## config.mk

```make
export PLATFORM = sky130hd
export DESIGN_NAME = kmms_ctrl
export DESIGN_NICKNAME = d
export VERILOG_FILES = /design/src/hdl/kmms_pkg.sv /design/src/hdl/kmms_ctrl.sv
export SDC_FILE = /design/constraint.sdc
export NUM_CORES = 1
export LEC_CHECK = 0
export BUFFER_PORTS_ARGS = -buffer_cell sky130_fd_sc_hd__buf_2
export CELL_PAD_IN_SITES_DETAIL_PLACEMENT = 0
export CELL_PAD_IN_SITES_GLOBAL_PLACEMENT = 1
export CORE_AREA = 2 2 39 41
export DETAILED_ROUTE_END_ITERATION = 8
export DIE_AREA = 0 0 41 43
export GPL_TIMING_DRIVEN = 0
export PLACE_DENSITY_LB_ADDON = 0.1
export SLEW_MARGIN = 10
export SYNTH_ARGS = -nofsm -noshare
export SYNTH_HDL_FRONTEND = slang
export SYNTH_SLANG_ARGS = --single-unit
export TNS_END_PERCENT = 1
```

## constraint.sdc

```tcl
create_clock -name clk_i -period 1.5 [get_ports clk_i]
set_clock_uncertainty 0.2 [all_clocks]
set_input_delay 0.15 -clock clk_i [delete_from_list [all_inputs] [get_ports clk_i]]
set_output_delay 0.15 -clock clk_i [all_outputs]
set_load 0.02 [all_outputs]
```

## src/hdl/kmms_pkg.sv

```systemverilog
package kmms_pkg;

  localparam int unsigned CMD_W   = 3;
  localparam int unsigned FIELD_W = 7;

  typedef enum logic [CMD_W-1:0] {
    CMD_ADD        = 3'd0,
    CMD_REMOVE     = 3'd1,
    CMD_GROUP_EXT  = 3'd2,
    CMD_ALL_EXT    = 3'd3,
    CMD_THRESHOLD  = 3'd4
  } cmd_e;

  typedef enum logic [1:0] {
    MODE_ALL,
    MODE_GROUP,
    MODE_AT_OR_ABOVE,
    MODE_BELOW
  } mode_e;

  typedef enum logic [2:0] {
    ST_CLEAR,
    ST_IDLE,
    ST_SCAN,
    ST_DRAIN,
    ST_FINISH
  } state_e;

  // controller -> datapath
  typedef struct packed {
    logic clear;     // zero one table row, step address
    logic write;     // apply add/remove from the input transaction
    logic start;     // latch query, reset best-so-far
    logic read;      // read one row, step address
    logic load_out;  // move best-so-far into the output register
  } ctrl_cmd_t;

  // datapath -> controller
  typedef struct packed {
    logic addr_last;
    logic out_free;
  } dp_status_t;

endpackage

```

## src/hdl/kmms_ctrl.sv

```systemverilog
module kmms_ctrl (
  input  logic                     clk_i,
  input  logic                     rst_ni,
  input  logic                     in_valid_i,
  input  logic [kmms_pkg::CMD_W-1:0] in_command_i,
  output logic                     in_ready_o,
  input  kmms_pkg::dp_status_t     status_i,
  output kmms_pkg::ctrl_cmd_t      cmd_o
);
  import kmms_pkg::*;

  state_e state_q, state_d;
  logic   is_update;
  logic   is_query;

  always_comb begin
    is_update = (in_command_i inside {CMD_ADD, CMD_REMOVE});
    is_query  = (in_command_i inside {CMD_GROUP_EXT, CMD_ALL_EXT, CMD_THRESHOLD});
  end

  always_ff @(posedge clk_i or negedge rst_ni) begin
    if (!rst_ni) begin
      state_q <= ST_CLEAR;
    end else begin
      state_q <= state_d;
    end
  end

  always_comb begin
    state_d = state_q;
    case (state_q)
      ST_CLEAR: begin
        if (status_i.addr_last) state_d = ST_IDLE;
      end
      ST_IDLE: begin
        if (in_valid_i && is_query) state_d = ST_SCAN;
      end
      ST_SCAN: begin
        if (status_i.addr_last) state_d = ST_DRAIN;
      end
      ST_DRAIN: begin
        state_d = ST_FINISH;
      end
      ST_FINISH: begin
        if (status_i.out_free) state_d = ST_IDLE;
      end
      default: begin
        state_d = ST_CLEAR;
      end
    endcase
  end

  always_comb begin
    cmd_o      = '0;
    in_ready_o = 1'b0;
    case (state_q)
      ST_CLEAR: begin
        cmd_o.clear = 1'b1;
      end
      ST_IDLE: begin
        in_ready_o  = 1'b1;
        cmd_o.write = in_valid_i && is_update;
        cmd_o.start = in_valid_i && is_query;
      end
      ST_SCAN: begin
        cmd_o.read = 1'b1;
      end
      ST_DRAIN: begin
        // last row is being compared
      end
      ST_FINISH: begin
        cmd_o.load_out = status_i.out_free;
      end
      default: begin
        cmd_o = '0;
      end
    endcase
  end

endmodule

```

==> key figures <==
Worst setup path
  • Endpoint class of the critical path: output pin
  • Data required time at the worst endpoint: 1.15 ns
  • CP Max Fanout: 4
  • Classification of the worst setup path: register to output pin
  • Length in cells of the worst reg-to-reg path: 4
  • Critical path data arrival time: 1.24 ns
  • Crit start category: register

Yosys
  • Area share of the leading cell type in the synthesized netlist: 37.0%
  • Sequential area share after synthesis: 37.0%
  • Netlist area before placement: 203 um2
  • Yosys top cell by area: sky130_fd_sc_hd__dfrtp_1
  • Number of library cell types mapped by synthesis: 17
  • Synthesized Nets: 31
  • Syn Inst Count: 23
  • Yosys warnings: 0
  • Flop and latch count out of synthesis: 3
  • Post-Syn Area per Cell: 8.81 um2
  • Main area contributors after synthesis: sky130_fd_sc_hd__dfrtp_1 37%, sky130_fd_sc_hd__nor3b_1 11%, sky130_fd_sc_hd__nor4b_2 7.4%

Timing
  • Min setup slack post-route: -0.0871 ns
  • Slew @ Worst Pin: 0.282 ns
  • Worst hold margin: 0.0166 ns
  • Period utilisation layout: 106%
  • Setup TNS: -0.208 ns
  • Max Transition Viols Final: 0
  • Worst rel slew slack: 81.1%
  • Time the worst path needs with I/O delays and setup: 1.59 ns
  • Unrepaired setup endpoints after global routing: true
  • Max frequency: 0.630 GHz
  • Final hold viol count: 0
  • Final setup viols: 4

Job
  • Number of max-cap violations: 0

Route
  • First drt pass iteration count: 1
  • DRC violation count after routing: 0
  • Remaining number of nets flagged by the antenna check after routing: 0
  • Post-detailed-route wirelength per cell: 9.02 um
  • Detailed-route via count: 248
  • DR iter-0 viols: 0
  • Total Wirelength: 559 um
  • Routed via count divided by cell count: 4.00

Global route
  • Global-route usage over all layers: 7.64%
  • Maximum number of pins on one net before global-route repair: 7
  • Via count of the first global-routing pass: 239
  • First-pass GRT wire length: 897 um
  • Residual overflow from global routing: 0
  • Initial antenna violation count: 0

Floorplanning
  • Area of the die: 1760 um2
  • Overall die width: 41 um
  • Height of the die: 43 um
  • Number of primary I/O pins: 14
  • Placeable core region: 1380 um2
  • Starting density of the core: 14.6%
  • Total number of placement rows: 14

Placed design
  • Placed Cells: 52
  • Routability congestion estimate: 0.599
  • Dpl hpwl: 440 um
  • PortBufs: 13

Worst hold path
  • Type of the most critical hold path: primary input to register
  • Number of cells traversed by the worst hold path: 3

Layout
  • Registers with the most flip-flops: state_q: 3 flops
  • Total number of nets in the final design: 55
  • Top library cells by usage in the layout, fill and taps aside: 11 x sky130_fd_sc_hd__buf_2, 5 x sky130_fd_sc_hd__buf_4, 3 x sky130_fd_sc_hd__clkbuf_4
  • Number of flip-flops under the largest register name: 3
  • Count of antenna diodes in the layout: 0
  • Fraction of final layout cells sized beyond drive strength 1: 58.7%
  • Post-layout instance count excluding filler cells: 62
  • Register containing the most flip-flops in the final layout: state_q
  • Most frequent standard cell in the layout excluding fill and tap cells: sky130_fd_sc_hd__buf_2
  • Growth of design area from synthesis to finish: 90.7%

Pwr
  • IR Drop Worst-Case VDD: 628 uV
  • Total design power: 697 uW
  • Power density cells: 1800 nW/um2
  • Standby leakage power: 0.000185 uW

Run status
  • Violated checks: negative setup slack
  • Outcome: finished with violations

Clock network
  • Clk root buf: sky130_fd_sc_hd__clkbuf_4
  • Depth of the CTS H-tree: 1
  • Clock tree from TritonCTS: yes
  • TritonCTS buffer count: 3
  • Maximum clock insertion buffer count: 2
  • Source-to-sink clock delay at the later pin of the worst-skew pair: 0.23 ns
  • CTS sink count: 3
  • Clock-pin slew of the registers on the worst-case setup and hold paths: 0.04 ns
-- kinds of logic (layout without fill, tap and decap cells) --
logic type / count (synthesis) / in the layout / synth area share [%]
DFF: 3 / 3 / 37.0
buffers and inverters: 1 / 24 / 1.85
and+or+nand+nor: 13 / 13 / 43.2
AOI/OAI and AO/OA: 6 / 6 / 17.9
-- power breakdown --
part / internal, uW / leakage [uW] / switching (uW)
sequential: 117 / 0.0000372 / 49.7
combinational: 180 / 0.000133 / 210
clock: 99.6 / 0.0000150 / 40.7
-- metal layers --
metal | track usage, % | part of all wire (%)
met3 | 1.57 | 7.9
met1 | 8.39 | 40
met4 | 6.00 | 0
met5 | 0 | 0
met2 | 11.9 | 52
-- Yosys cell counts, drive strengths merged --
library cell,count
and3,1
inv,1
nor2,3
a31oi,1
o21bai,1
o21a,1
nor3b,3
o21ai,3
nor4b,1
nor3,1
nand3b,1
nand2,2
dfrtp,3
nor2b,1
-- final cells by class --
cell class	count	area, um2
Clock buffer	4	26.3
Sequential cell	3	76.3
Fill cell	152	997
Timing Repair Buffer	19	124
Tap cell	16	20.0
Inverter	1	3.75
Multi-Input combinational cell	19	136
-- repair_timing --
item,4_1_cts,5_1_grt
hold buffers,2,0
resized for setup,7,0
setup buffers,4,0
pin swaps,2,0
endpoints found under the setup margin,5,5
hold endpoints to repair,4,0
-- metrics by stage --
| stage | setup slack (ns) | area (um2) | utilization (%) |
|---|---|---|---|
| finish | -0.0871 | 387 | 27.9 |
| global placement | 0.0171 | 288 | 20.8 |
| global route | -0.158 | 387 | 27.9 |
| detailed placement | 0.0312 | 288 | 20.8 |
| CTS | -0.115 | 387 | 27.9 |
| floorplan | 0.00625 | 203 | - |
-- final timing paths --
| check | startpoint | endpoint | slack, ns |
|---|---|---|---|
| min reg2reg | state_q[1] | state_q[2] | 0.45 |
| min in group asynchronous | rst_ni | state_q[1] | 0.04 |
| max reg2reg | state_q[1] | state_q[0] | 0.26 |
| min | status_i[0] | state_q[0] | 0.02 |
| max | state_q[1] | cmd_o[3] | -0.09 |
| max in group asynchronous | rst_ni | state_q[2] | 0.94 |
-- worst max-delay path: stages, from the launching register on --
cell and delay, ns:
sky130_fd_sc_hd__dfrtp_1 0.40, sky130_fd_sc_hd__nor2_2 0.13, sky130_fd_sc_hd__nand2_2 0.08, sky130_fd_sc_hd__nor4b_2 0.20, sky130_fd_sc_hd__buf_2 0.19
(Power assumes the default switching activity.)
